===== config.mk =====
export PLATFORM = sky130hd
export DESIGN_NAME = aging_device_table_unit
export DESIGN_NICKNAME = d
export VERILOG_FILES = /design/src/design/adt_pkg.sv /design/src/design/adt_entry_store.sv /design/src/design/aging_device_table_unit.sv
export VERILOG_INCLUDE_DIRS = /design/src /design/src/design
export SDC_FILE = /design/constraint.sdc
export NUM_CORES = 2
export LEC_CHECK = 0
export BUFFER_PORTS_ARGS = -buffer_cell sky130_fd_sc_hd__buf_2
export CAP_MARGIN = 20
export CORE_UTILIZATION = 45
export CTS_CLUSTER_SIZE = 8
export DETAILED_ROUTE_END_ITERATION = 8
export PLACE_DENSITY = 0.64
export SLEW_MARGIN = 20
export SYNTH_ARGS = -nofsm -noshare
export SYNTH_HDL_FRONTEND = slang
export SYNTH_SLANG_ARGS = --single-unit

===== constraint.sdc =====
create_clock -name i_clk -period 6.9 [get_ports i_clk]
set_input_delay 0.345 -clock i_clk [delete_from_list [all_inputs] [get_ports i_clk]]
set_output_delay 0.345 -clock i_clk [all_outputs]
set_load 0.01 [all_outputs]

===== src/design/aging_device_table_unit_defines.svh =====
// ----------------------------------------------------------------------------
// Aging device table assertion macros
// Shared assertion forms for the aging device table.
// ----------------------------------------------------------------------------
`ifndef AGING_DEVICE_TABLE_UNIT_DEFINES_SVH
`define AGING_DEVICE_TABLE_UNIT_DEFINES_SVH

// The consequent must hold in the same cycle as the antecedent.
`define ADT_ASSERT_SAME(label, clk, rst_n, ante, cons, msg) \
    label: assert property (@(posedge clk) disable iff (!rst_n) (ante) |-> (cons)) \
        else $error(msg);

// The consequent must hold in the cycle after the antecedent.
`define ADT_ASSERT_NEXT(label, clk, rst_n, ante, cons, msg) \
    label: assert property (@(posedge clk) disable iff (!rst_n) (ante) |=> (cons)) \
        else $error(msg);

`endif


===== src/design/adt_pkg.sv =====
// ----------------------------------------------------------------------------
// Aging device table package
// Shared constants, result codes and the compare result type.
// ----------------------------------------------------------------------------
`default_nettype none

package adt_pkg;

    localparam int DEF_TABLE_DEPTH = 32;
    localparam int DEF_ID_BYTES    = 8;

    localparam int NODE_ID_W = 64;
    localparam int TIME_W    = 32;
    localparam int FIELD_W   = 6;
    localparam int STATUS_W  = 2;
    localparam int OUT_W     = 16;

    localparam logic [TIME_W-1:0] TTL_RESET = 32'd3000;

    localparam logic FUNC_UPSERT = 1'b0;
    localparam logic FUNC_SWEEP  = 1'b1;

    localparam logic [STATUS_W-1:0] STATUS_OK       = 2'd0;
    localparam logic [STATUS_W-1:0] STATUS_INSERTED = 2'd1;
    localparam logic [STATUS_W-1:0] STATUS_FULL     = 2'd2;

    typedef struct packed {
        logic key_eq;
        logic stale;
    } t_cmp_res;

endpackage

`default_nettype wire


===== src/design/adt_entry_store.sv =====
// ----------------------------------------------------------------------------
// Aging device table entry store
// Key and timestamp memories with a registered read port and the shared
// key and age compare unit working on the read data.
// ----------------------------------------------------------------------------
`default_nettype none

module adt_entry_store
    import adt_pkg::*;
#(
    parameter int TABLE_DEPTH = DEF_TABLE_DEPTH,
    parameter int KEY_W       = 8 * DEF_ID_BYTES,
    localparam int IDX_W      = $clog2(TABLE_DEPTH)
) (
    input  wire logic              i_clk,
    input  wire logic              i_wr_en,
    input  wire logic              i_wr_key_en,
    input  wire logic [IDX_W-1:0]  i_wr_addr,
    input  wire logic              i_rd_en,
    input  wire logic [IDX_W-1:0]  i_rd_addr,
    input  wire logic [KEY_W-1:0]  i_key,
    input  wire logic [TIME_W-1:0] i_now,
    input  wire logic [TIME_W-1:0] i_ttl,
    output t_cmp_res               o_cmp
);

    logic [KEY_W-1:0]  mem_key   [TABLE_DEPTH];
    logic [TIME_W-1:0] mem_stamp [TABLE_DEPTH];

    logic [KEY_W-1:0]  r_rd_key;
    logic [TIME_W-1:0] r_rd_stamp;
    logic [TIME_W-1:0] w_age;

    always_ff @(posedge i_clk) begin
        if (i_wr_en) begin
            mem_stamp[i_wr_addr] <= i_now;
            if (i_wr_key_en) begin
                mem_key[i_wr_addr] <= i_key;
            end
        end
    end

    always_ff @(posedge i_clk) begin
        if (i_rd_en) begin
            r_rd_key   <= mem_key[i_rd_addr];
            r_rd_stamp <= mem_stamp[i_rd_addr];
        end
    end

    // Age wraps modulo 2^32, so a stamp ahead of now reads as very old.
    assign w_age        = i_now - r_rd_stamp;
    assign o_cmp.key_eq = (r_rd_key == i_key);
    assign o_cmp.stale  = (w_age >= i_ttl);

endmodule

`default_nettype wire


===== src/design/aging_device_table_unit.sv =====
// ----------------------------------------------------------------------------
// Aging device table unit
// Learning table of node identifiers with last-seen timestamps and aging.
// ----------------------------------------------------------------------------
// An upsert transaction (tuser 0) looks up the identifier, refreshes its
// timestamp on a hit, and otherwise inserts it into the lowest free slot or
// reports the table full. A sweep transaction (tuser 1) removes every valid
// entry whose wrapped age is at least the TTL register. Every input
// transaction yields one result transaction carrying the status, the number
// removed and the live count. The entries are visited one per cycle through
// the single read port of the entry store, with a registered read ahead of the
// first compare, followed by an update state and a result state. The input is
// not ready from acceptance until the result is presented, and is ready again
// in the same cycle as the result is presented, so no new item is taken before
// the current one is through. A finished result waits in an output register
// while the next item is taken; if that register is still occupied when the
// next result is done, the block holds the result and the input until the
// register drains. No clearing pass follows reset.
// ----------------------------------------------------------------------------
`default_nettype none

`include "aging_device_table_unit_defines.svh"

module aging_device_table_unit
    import adt_pkg::*;
#(
    parameter int TABLE_DEPTH = DEF_TABLE_DEPTH,
    parameter int ID_BYTES    = DEF_ID_BYTES
) (
    input  wire logic                        i_clk,
    input  wire logic                        i_rst_n,
    input  wire logic                        i_cfg_wr_en,
    input  wire logic [TIME_W-1:0]           i_cfg_wr_data,   // ttl
    input  wire logic                        i_s_axis_tvalid,
    output logic                             o_s_axis_tready,
    input  wire logic [NODE_ID_W+TIME_W-1:0] i_s_axis_tdata,  // node_id[63:0], now[95:64]
    input  wire logic                        i_s_axis_tuser,  // func
    output logic                             o_m_axis_tvalid,
    input  wire logic                        i_m_axis_tready,
    output logic [OUT_W-1:0]                 o_m_axis_tdata   // status, removed, live_count
);

    localparam int KEY_W = 8 * ID_BYTES;
    localparam int IDX_W = $clog2(TABLE_DEPTH);
    localparam int CNT_W = $clog2(TABLE_DEPTH + 1);
    localparam int EXT_W = CNT_W + FIELD_W;
    localparam int PAD_W = OUT_W - STATUS_W - 2 * FIELD_W;

    localparam logic [1:0] ST_IDLE  = 2'd0;
    localparam logic [1:0] ST_SCAN  = 2'd1;
    localparam logic [1:0] ST_WRITE = 2'd2;
    localparam logic [1:0] ST_DONE  = 2'd3;

    logic [1:0]             r_state;
    logic [TIME_W-1:0]      r_ttl;
    logic [TABLE_DEPTH-1:0] r_valid;
    logic [CNT_W-1:0]       r_total;
    logic [CNT_W-1:0]       r_gone;
    logic [IDX_W-1:0]       r_addr;
    logic                   r_issue_done;
    logic                   r_pend;
    logic [IDX_W-1:0]       r_cmp_idx;
    logic                   r_hit;
    logic                   r_free_found;
    logic [IDX_W-1:0]       r_hit_idx;
    logic [IDX_W-1:0]       r_free_idx;
    logic [STATUS_W-1:0]    r_status;
    logic                   r_out_valid;
    logic [OUT_W-1:0]       r_out_data;

    logic                   r_func;
    logic [KEY_W-1:0]       r_key;
    logic [TIME_W-1:0]      r_now;

    logic                   w_accept;
    logic                   w_rd_en;
    logic                   w_wr_en;
    logic [IDX_W-1:0]       w_wr_addr;
    logic                   w_cur_valid;
    logic                   w_out_load;
    logic [EXT_W-1:0]       w_live_ext;
    logic [EXT_W-1:0]       w_gone_ext;
    t_cmp_res               w_cmp;

    assign o_s_axis_tready = (r_state == ST_IDLE);
    assign w_accept        = i_s_axis_tvalid && o_s_axis_tready;
    assign w_rd_en         = (r_state == ST_SCAN) && !r_issue_done;
    assign w_wr_en         = (r_state == ST_WRITE) && (r_func == FUNC_UPSERT)
                             && (r_hit || r_free_found);
    assign w_wr_addr       = r_hit ? r_hit_idx : r_free_idx;
    assign w_cur_valid     = r_valid[r_cmp_idx];
    assign w_out_load      = (r_state == ST_DONE) && (!r_out_valid || i_m_axis_tready);
    assign w_live_ext      = EXT_W'(r_total);
    assign w_gone_ext      = EXT_W'(r_gone);

    adt_entry_store #(
        .TABLE_DEPTH (TABLE_DEPTH),
        .KEY_W       (KEY_W)
    ) u_store (
        .i_clk       (i_clk),
        .i_wr_en     (w_wr_en),
        .i_wr_key_en (!r_hit),
        .i_wr_addr   (w_wr_addr),
        .i_rd_en     (w_rd_en),
        .i_rd_addr   (r_addr),
        .i_key       (r_key),
        .i_now       (r_now),
        .i_ttl       (r_ttl),
        .o_cmp       (w_cmp)
    );

    // Item payload is captured once per transaction and held during the scan.
    always_ff @(posedge i_clk) begin
        if (w_accept) begin
            r_func <= i_s_axis_tuser;
            r_key  <= i_s_axis_tdata[KEY_W-1:0];
            r_now  <= i_s_axis_tdata[NODE_ID_W +: TIME_W];
        end
    end

    always_ff @(posedge i_clk) begin
        if (!i_rst_n) begin
            r_state      <= ST_IDLE;
            r_ttl        <= TTL_RESET;
            r_valid      <= '0;
            r_total      <= '0;
            r_gone       <= '0;
            r_addr       <= '0;
            r_issue_done <= 1'b0;
            r_pend       <= 1'b0;
            r_cmp_idx    <= '0;
            r_hit        <= 1'b0;
            r_free_found <= 1'b0;
            r_hit_idx    <= '0;
            r_free_idx   <= '0;
            r_status     <= STATUS_OK;
            r_out_valid  <= 1'b0;
            r_out_data   <= '0;
        end else begin
            if (i_cfg_wr_en) begin
                r_ttl <= i_cfg_wr_data;
            end

            if (w_out_load) begin
                r_out_valid <= 1'b1;
            end else if (r_out_valid && i_m_axis_tready) begin
                r_out_valid <= 1'b0;
            end

            case (r_state)
                ST_IDLE: begin
                    if (w_accept) begin
                        r_state      <= ST_SCAN;
                        r_addr       <= '0;
                        r_issue_done <= 1'b0;
                        r_pend       <= 1'b0;
                        r_hit        <= 1'b0;
                        r_free_found <= 1'b0;
                        r_gone       <= '0;
                    end
                end
                ST_SCAN: begin
                    // Read issue for one entry overlaps the compare of the previous one.
                    if (!r_issue_done) begin
                        r_cmp_idx <= r_addr;
                        r_pend    <= 1'b1;
                        if (r_addr == IDX_W'(TABLE_DEPTH - 1)) begin
                            r_issue_done <= 1'b1;
                        end else begin
                            r_addr <= r_addr + IDX_W'(1);
                        end
                    end else begin
                        r_pend <= 1'b0;
                    end

                    if (r_pend) begin
                        if (r_func == FUNC_UPSERT) begin
                            if (w_cur_valid && w_cmp.key_eq && !r_hit) begin
                                r_hit     <= 1'b1;
                                r_hit_idx <= r_cmp_idx;
                            end
                            if (!w_cur_valid && !r_free_found) begin
                                r_free_found <= 1'b1;
                                r_free_idx   <= r_cmp_idx;
                            end
                        end else if (w_cur_valid && w_cmp.stale) begin
                            r_valid[r_cmp_idx] <= 1'b0;
                            r_gone             <= r_gone + CNT_W'(1);
                        end
                        if (r_cmp_idx == IDX_W'(TABLE_DEPTH - 1)) begin
                            r_state <= ST_WRITE;
                        end
                    end
                end
                ST_WRITE: begin
                    if (r_func == FUNC_SWEEP) begin
                        r_total  <= r_total - r_gone;
                        r_status <= STATUS_OK;
                    end else if (r_hit) begin
                        r_status <= STATUS_OK;
                    end else if (r_free_found) begin
                        r_valid[r_free_idx] <= 1'b1;
                        r_total             <= r_total + CNT_W'(1);
                        r_status            <= STATUS_INSERTED;
                    end else begin
                        r_status <= STATUS_FULL;
                    end
                    r_state <= ST_DONE;
                end
                ST_DONE: begin
                    if (w_out_load) begin
                        r_out_data  <= {PAD_W'(0), w_live_ext[FIELD_W-1:0],
                                        w_gone_ext[FIELD_W-1:0], r_status};
                        r_state     <= ST_IDLE;
                    end
                end
                default: begin
                    r_state <= ST_IDLE;
                end
            endcase
        end
    end

    assign o_m_axis_tvalid = r_out_valid;
    assign o_m_axis_tdata  = r_out_data;

    // Valid bits are cleared during a sweep scan before the count catches up.
    `ADT_ASSERT_SAME(a_total_matches_valid, i_clk, i_rst_n, r_state == ST_IDLE || r_state == ST_DONE, CNT_W'($countones(r_valid)) == r_total, "live count disagrees with valid bits")
    `ADT_ASSERT_NEXT(a_accept_starts_scan, i_clk, i_rst_n, w_accept, r_state == ST_SCAN && !r_pend, "accepted item did not start a scan")
    `ADT_ASSERT_SAME(a_full_only_when_full, i_clk, i_rst_n, w_out_load && r_status == STATUS_FULL, r_total == CNT_W'(TABLE_DEPTH), "table full reported with a free slot")
    `ADT_ASSERT_NEXT(a_result_after_done, i_clk, i_rst_n, w_out_load, o_m_axis_tvalid && r_state == ST_IDLE, "result not presented after completion")

endmodule

`default_nettype wire

[Yosys cells after proc, flatten, opt, wreduce, memory -nomap -nowiden]
Memories as Yosys holds them, arrays and structs flattened. A register that Yosys moved wholly into a read port is not among the register bits.
Cells that the tools add are included.
Storage, ports and cells
  flip-flop bits (word level): 216
  word-level logic and storage cells: 148
  RAM bits: 3072
  output and inout bits: 18
  memories kept: 2
Cells by class
  reductions and logical operators: 36
  order comparisons: 5
  add/subtract/negate cells: 5
  mux-type cells: 55
  bitwise operators: 5
  eq/ne operators: 21
Memory list
  u_store.mem_key: depth 32, bits a word 64, read ports 1, clocked after Yosys merged registers in 1, wr ports 1, RTL line adt_entry_store.sv:27  | logic [KEY_W-1:0] mem_key [TABLE_DEPTH];
  u_store.mem_stamp: depth 32, bits a word 32, read ports 1, clocked after Yosys merged registers in 1, wr ports 1, RTL line adt_entry_store.sv:28  | logic [TIME_W-1:0] mem_stamp [TABLE_DEPTH];
Operators by type and width (count)
  $mux W32: 6
  $eq A64 B64 Y1: 1
  $pmux W32 S2: 1
  $mux W6: 7
  $and A32 B32 Y32: 1
  $ge A32 B32 Y1: 1
  $not A32 Y32: 1
  $or A32 B32 Y32: 1
  $sub A32 B32 Y32: 1
  $mux W1: 20
  $mux W5: 4
  $ne A2 B2 Y1 const B: 9
  $reduce_and A4 Y1: 4
  $reduce_and A5 Y1: 3
  $mux W2: 7
  $add A6 B1 Y6 const B: 2
  $logic_and A1 B1 Y1: 12
  $lt A5 B6 Y1 const B: 2
  $ne A2 B1 Y1 const B: 6
  $pmux W6 S2: 1
  $demux W1 S5: 2
  $eq A5 B5 Y1 const B: 2
  $ge A5 B1 Y1 const B: 2
  $pmux W5 S2: 1
  15 further kinds: 30

[Longest topological paths before layout]
  word-level depth: 10
  depth in mapped cells: 21

[Hierarchy]
From an unflattened synthesis, not the netlist that was laid out.
Unflattened totals
  cells, all modules: 5759
  area, all modules: 130905.5 um^2
Modules (own cells, without submodules)
  adt_entry_store: sequential area each 95131.2 um^2, times used 1, cells each 5028, area each 122573.8 um^2
  aging_device_table_unit: sequential area each 5295.1 um^2, times used 1, cells each 731, area each 8331.7 um^2

[Worst setup path before layout]
Ideal clock, no wire load.
  path type: register to register
  start: register r_state[1]
  end: register r_pend
  setup time: 0.086 ns
  arrival time: 5.836 ns
  data required time: 6.814 ns
  setup slack: 0.979 ns
  clock period less this slack: 5.921 ns
  stages on the path, launching flop included: 8
  path buffers: 1
  cell sequence: dfxtp_1 inv_1 ha_1 clkbuf_1 inv_1 nor2_1 a22oi_1 nor2_1
On the way
  longest elaborated chain between the ends: 4
RTL lines
  start, declared: RTL line aging_device_table_unit.sv:54  | logic [1:0] r_state;
  start signal, assigned: RTL line aging_device_table_unit.sv:123  | r_state <= ST_IDLE;
  start signal, assigned: RTL line aging_device_table_unit.sv:153  | r_state <= ST_SCAN;
  start signal, assigned: RTL line aging_device_table_unit.sv:191  | r_state <= ST_WRITE;
  $logic_not A2 Y1: RTL line aging_device_table_unit.sv:85, aging_device_table_unit.sv:150
  $logic_and A1 B1 Y1: RTL line aging_device_table_unit.sv:86  | assign w_accept = i_s_axis_tvalid && o_s_axis_tready;
  $ne A2 B1 Y1 (no line)
  $reduce_and A2 Y1 (no line)
  end signal, assigned: RTL line aging_device_table_unit.sv:156  | r_pend <= 1'b0;
  end signal, assigned: RTL line aging_device_table_unit.sv:166  | r_pend <= 1'b1;
  end signal, assigned: RTL line aging_device_table_unit.sv:173  | r_pend <= 1'b0;
  end, declared: RTL line aging_device_table_unit.sv:61  | logic r_pend;
Parallel ways exist; a longest one is shown, timed or not.
A chain may end at the register's enable or synchronous reset.

[Worst setup path in the final report]
  start: register r_now[0]
  end: register r_valid[0]
On the way
  longest elaborated chain between the ends: 5
RTL lines
  start, declared: RTL line aging_device_table_unit.sv:73  | logic [TIME_W-1:0] r_now;
  start signal, assigned: RTL line aging_device_table_unit.sv:117  | r_now <= i_s_axis_tdata[NODE_ID_W +: TIME_W];
  $sub A32 B32 Y32: RTL line adt_entry_store.sv:51  | assign w_age = i_now - r_rd_stamp;
  $ge A32 B32 Y1: RTL line adt_entry_store.sv:53  | assign o_cmp.stale = (w_age >= i_ttl);
  $logic_and A1 B1 Y1: RTL line aging_device_table_unit.sv:186  | end else if (w_cur_valid && w_cmp.stale) begin
  $ne A2 B1 Y1 (no line)
  $reduce_and A7 Y1 (no line)
  end signal, assigned: RTL line aging_device_table_unit.sv:125  | r_valid <= '0;
  end signal, assigned by index: RTL line aging_device_table_unit.sv:187  | r_valid[r_cmp_idx] <= 1'b0;
  end signal, assigned by index: RTL line aging_device_table_unit.sv:202  | r_valid[r_free_idx] <= 1'b1;
  end, declared: RTL line aging_device_table_unit.sv:56  | logic [TABLE_DEPTH-1:0] r_valid;
Every way passes these cells.

==> qor.yml <==
grt_pass1_wl_mm: 477
internal_power_mw: 39.5
finalCritPeriodShare_pct: 84.3
cts_buffers: 462
p_comb_share_pct: 13.8
ant_nets: 0
fmax_ghz: 0.172
ys_warn_count: 0
core_area_um2: 289000
cts_root_buf: "clkbuf_16"
drive_above_1_share_pct: 30.2
setup_viol: 0
place_congestion: 0.822
cts_buffer_depth: 4
synthTopCellsByArea: "edfxtp_1 (75%), mux4_2 (17%), dfxtp_1 (1.8%)"
tns_ns: 0
drv_slew: 0
power_mw: 52.2
cp.arrival_ns: 6.58
wl_per_cell_um: 32.3
ys_seq_elements: 3384
rsz0062_at_grt: "false"
num-fill-cells: 22011
syn_to_final_growth_pct: 15.7
yosysTopAreaCell: "edfxtp_1"
final_cells: 10416
postCtsSetupBuffers: 0
rows: 197
dpl-instance-area_um2: 138000
synth_ff_type: "edfxtp_1"
numPortBuffers: 149
outcome: "complete, no violations"
drt_drc_violations_left: 0
holdWs_ns: 0.0565
synth_area_um2: 131000
final_cell_area_um2: 152000
place_inst: 9715
die_w_um: 542
vias: 63859
start_util_pct: 45.3
design.die.area_um2: 293000
io_pins: 152
synth-adder-area-share_pct: 0.747
dp_hpwl_mm: 160
die_h_um: 542
synth_top_area_share_pct: 74.9
ys_seq_area_share_pct: 76.7
hold_viol_final: 0
p_sw_mw: 12.7
worstSkewPairLatency_ns: 0.99
hold_buffers: 136
yosys.cell_types.count: 78
fin_skew_ns: 0.0898
holdCritPathClass: "in2reg"
cts_tree: "done"
async_flop_share_pct: 0
fin_util_pct: 52.5
synth_edf_count: 3265
required_ns: 7.66
grt_usage_pct: 22.9
first_global_vias: 64732
leakage_nw: 46.7
synthMuxAreaShare_pct: 17.8
yosys-top-cells-count: "edfxtp_1 (3265), mux4_2 (960), nor2_1 (207)"
nets: 6651
synthXorXnorAreaFrac_pct: 0.475
synth_area_per_cell_um2: 22.6
grt_max_degree: 143
overflow: 0
worst-setup-path-type: "reg2reg"
ir_worst_vdd_v: 0.000257
fin_ws_ns: 1.08
clkSinkCount: 3384
dr.pass1.iters: 5
syn_inst: 5784
switching_share_pct: 24.4
antenna_found_initial: 4
totalWireLength_mm: 336
tightestPinTransition_ns: 1.14
slew-limit-headroom_pct: 23.6
dpl_worst_slack_ns: 1.18
layout_min_cycle_time_ns: 5.82
yosys.area_share.simple_pct: 1.67
p_clk_share_pct: 38.3
crit_path_end_kind: "flip-flop"
viasPerCell: 6.13
power_frac_seq_pct: 47.9
clk_pin_slew_ns: 0.05
cp-start-kind: "flip-flop"
yosysMostFrequentCell: "edfxtp_1"
cts-resized-gates: 0
first_iter_violations: 8180
synth_top_family_by_area: "multiplexers"
max_cap_viol_count: 0
synth_compound_area_share_pct: 1.34
power_density_nw_per_um2: 344
cp_max_fo: 33
h-tree-depth: 5
-- path summary, 6_finish.rpt --
path / depth (start not counted) / slack [ns] / startpoint / to
setup / recovery: 19 / 1.08 / r_now[0] / r_valid[0]
hold / removal: 3 / 0.06 / i_rst_n / r_ttl[8]
setup reg to reg: 19 / 1.08 / r_now[0] / r_valid[0]
hold reg to reg: 2 / 0.45 / o_m_axis_tdata[12] / o_m_axis_tdata[12]
-- power groups by stage --
stage	logic, mW	clock network (mW)	registers [mW]
2_1_floorplan	4.97	0	25.4
3_3_place_gp	7.05	0	25.3
3_5_place_dp	7.14	0	25.4
4_1_cts	7.23	20.3	25.0
5_1_grt	7.76	21.1	25.1
6_report	7.19	20.0	25.0
-- placed cells by master (no fill, tap or decap), drive strengths merged, types with 22 or more instances in the layout --
| cell | instances |
|---|---|
| mux2i | 61 |
| nor2b | 22 |
| clkbuf | 527 |
| dfxtp | 119 |
| inv | 118 |
| nor3 | 24 |
| ha | 75 |
| a21oi | 78 |
| o21ai | 62 |
| xnor2 | 53 |
| mux2 | 101 |
| nand4 | 26 |
| dlygate4sd3 | 136 |
| mux4 | 960 |
| nand3 | 25 |
| buf | 334 |
| nand2 | 101 |
| a21o | 23 |
| edfxtp | 3265 |
| nor2 | 207 |
-- registers in the layout, indices dropped and copies added (netlist names), 6 cells and up --
name                cells
o_m_axis_tdata         14
r_now                  32
r_ttl                  32
u_store.mem_stamp    1024
u_store.r_rd_stamp     32
r_total                 6
r_gone                  6
r_valid                32
u_store.r_rd_key       64
u_store.mem_key      2048
r_key                  64
-- cell families (layout without fill, tap and decap cells) --
group,after synthesis,count (layout)
flops,3384,3384
mux,1122,1122
simple gates,478,478
buf+inv,385,1134
compound gates,266,266
fa+ha+maj,77,77
xor+xnor,71,71
other cells,1,4
-- worst max-delay path, cell delays in order (launching register included) --
cell and delay (ns):
edfxtp_1 0.76, inv_1 0.18, ha_1 0.24, inv_1 0.08, fa_1 0.43, a211oi_1 0.31, o211ai_1 0.29, a41oi_1 0.39
o21ai_1 0.12, and2_1 0.22, a2111oi_0 0.40, nor3_1 0.13, xor2_1 0.16, ha_1 0.29, nand4_1 0.11, or4_1 0.51
a31oi_1 0.18, buf_4 0.21, o211a_2 0.45, a31oi_1 0.17
-- metal layers --
| metal | share of wire (%) | routed length (um) | up-vias | track usage [%] |
|---|---|---|---|---|
| met5 | 0 | 0 | - | 0 |
| met4 | 2.2 | 7460 | 0 | 5.62 |
| met3 | 8.2 | 27600 | 501 | 3.39 |
| met2 | 49 | 164000 | 3201 | 37.1 |
| met1 | 41 | 137000 | 34597 | 32.7 |
| li1 | - | - | 25560 | - |
-- final cells by class --
cell class / instances / area, um2 / area share, %
inverter: 106 / 405 / 0.267
multi-input combinational: 2016 / 29400 / 19.4
timing repair buffer: 470 / 4090 / 2.70
clock buffer: 527 / 11800 / 7.81
tap: 3880 / 4850 / 3.20
antenna: 2 / 5.00 / 0.00330
clock inverter: 31 / 557 / 0.367
sequential: 3384 / 100000 / 66.3
Power figures use the tool's default switching activity.
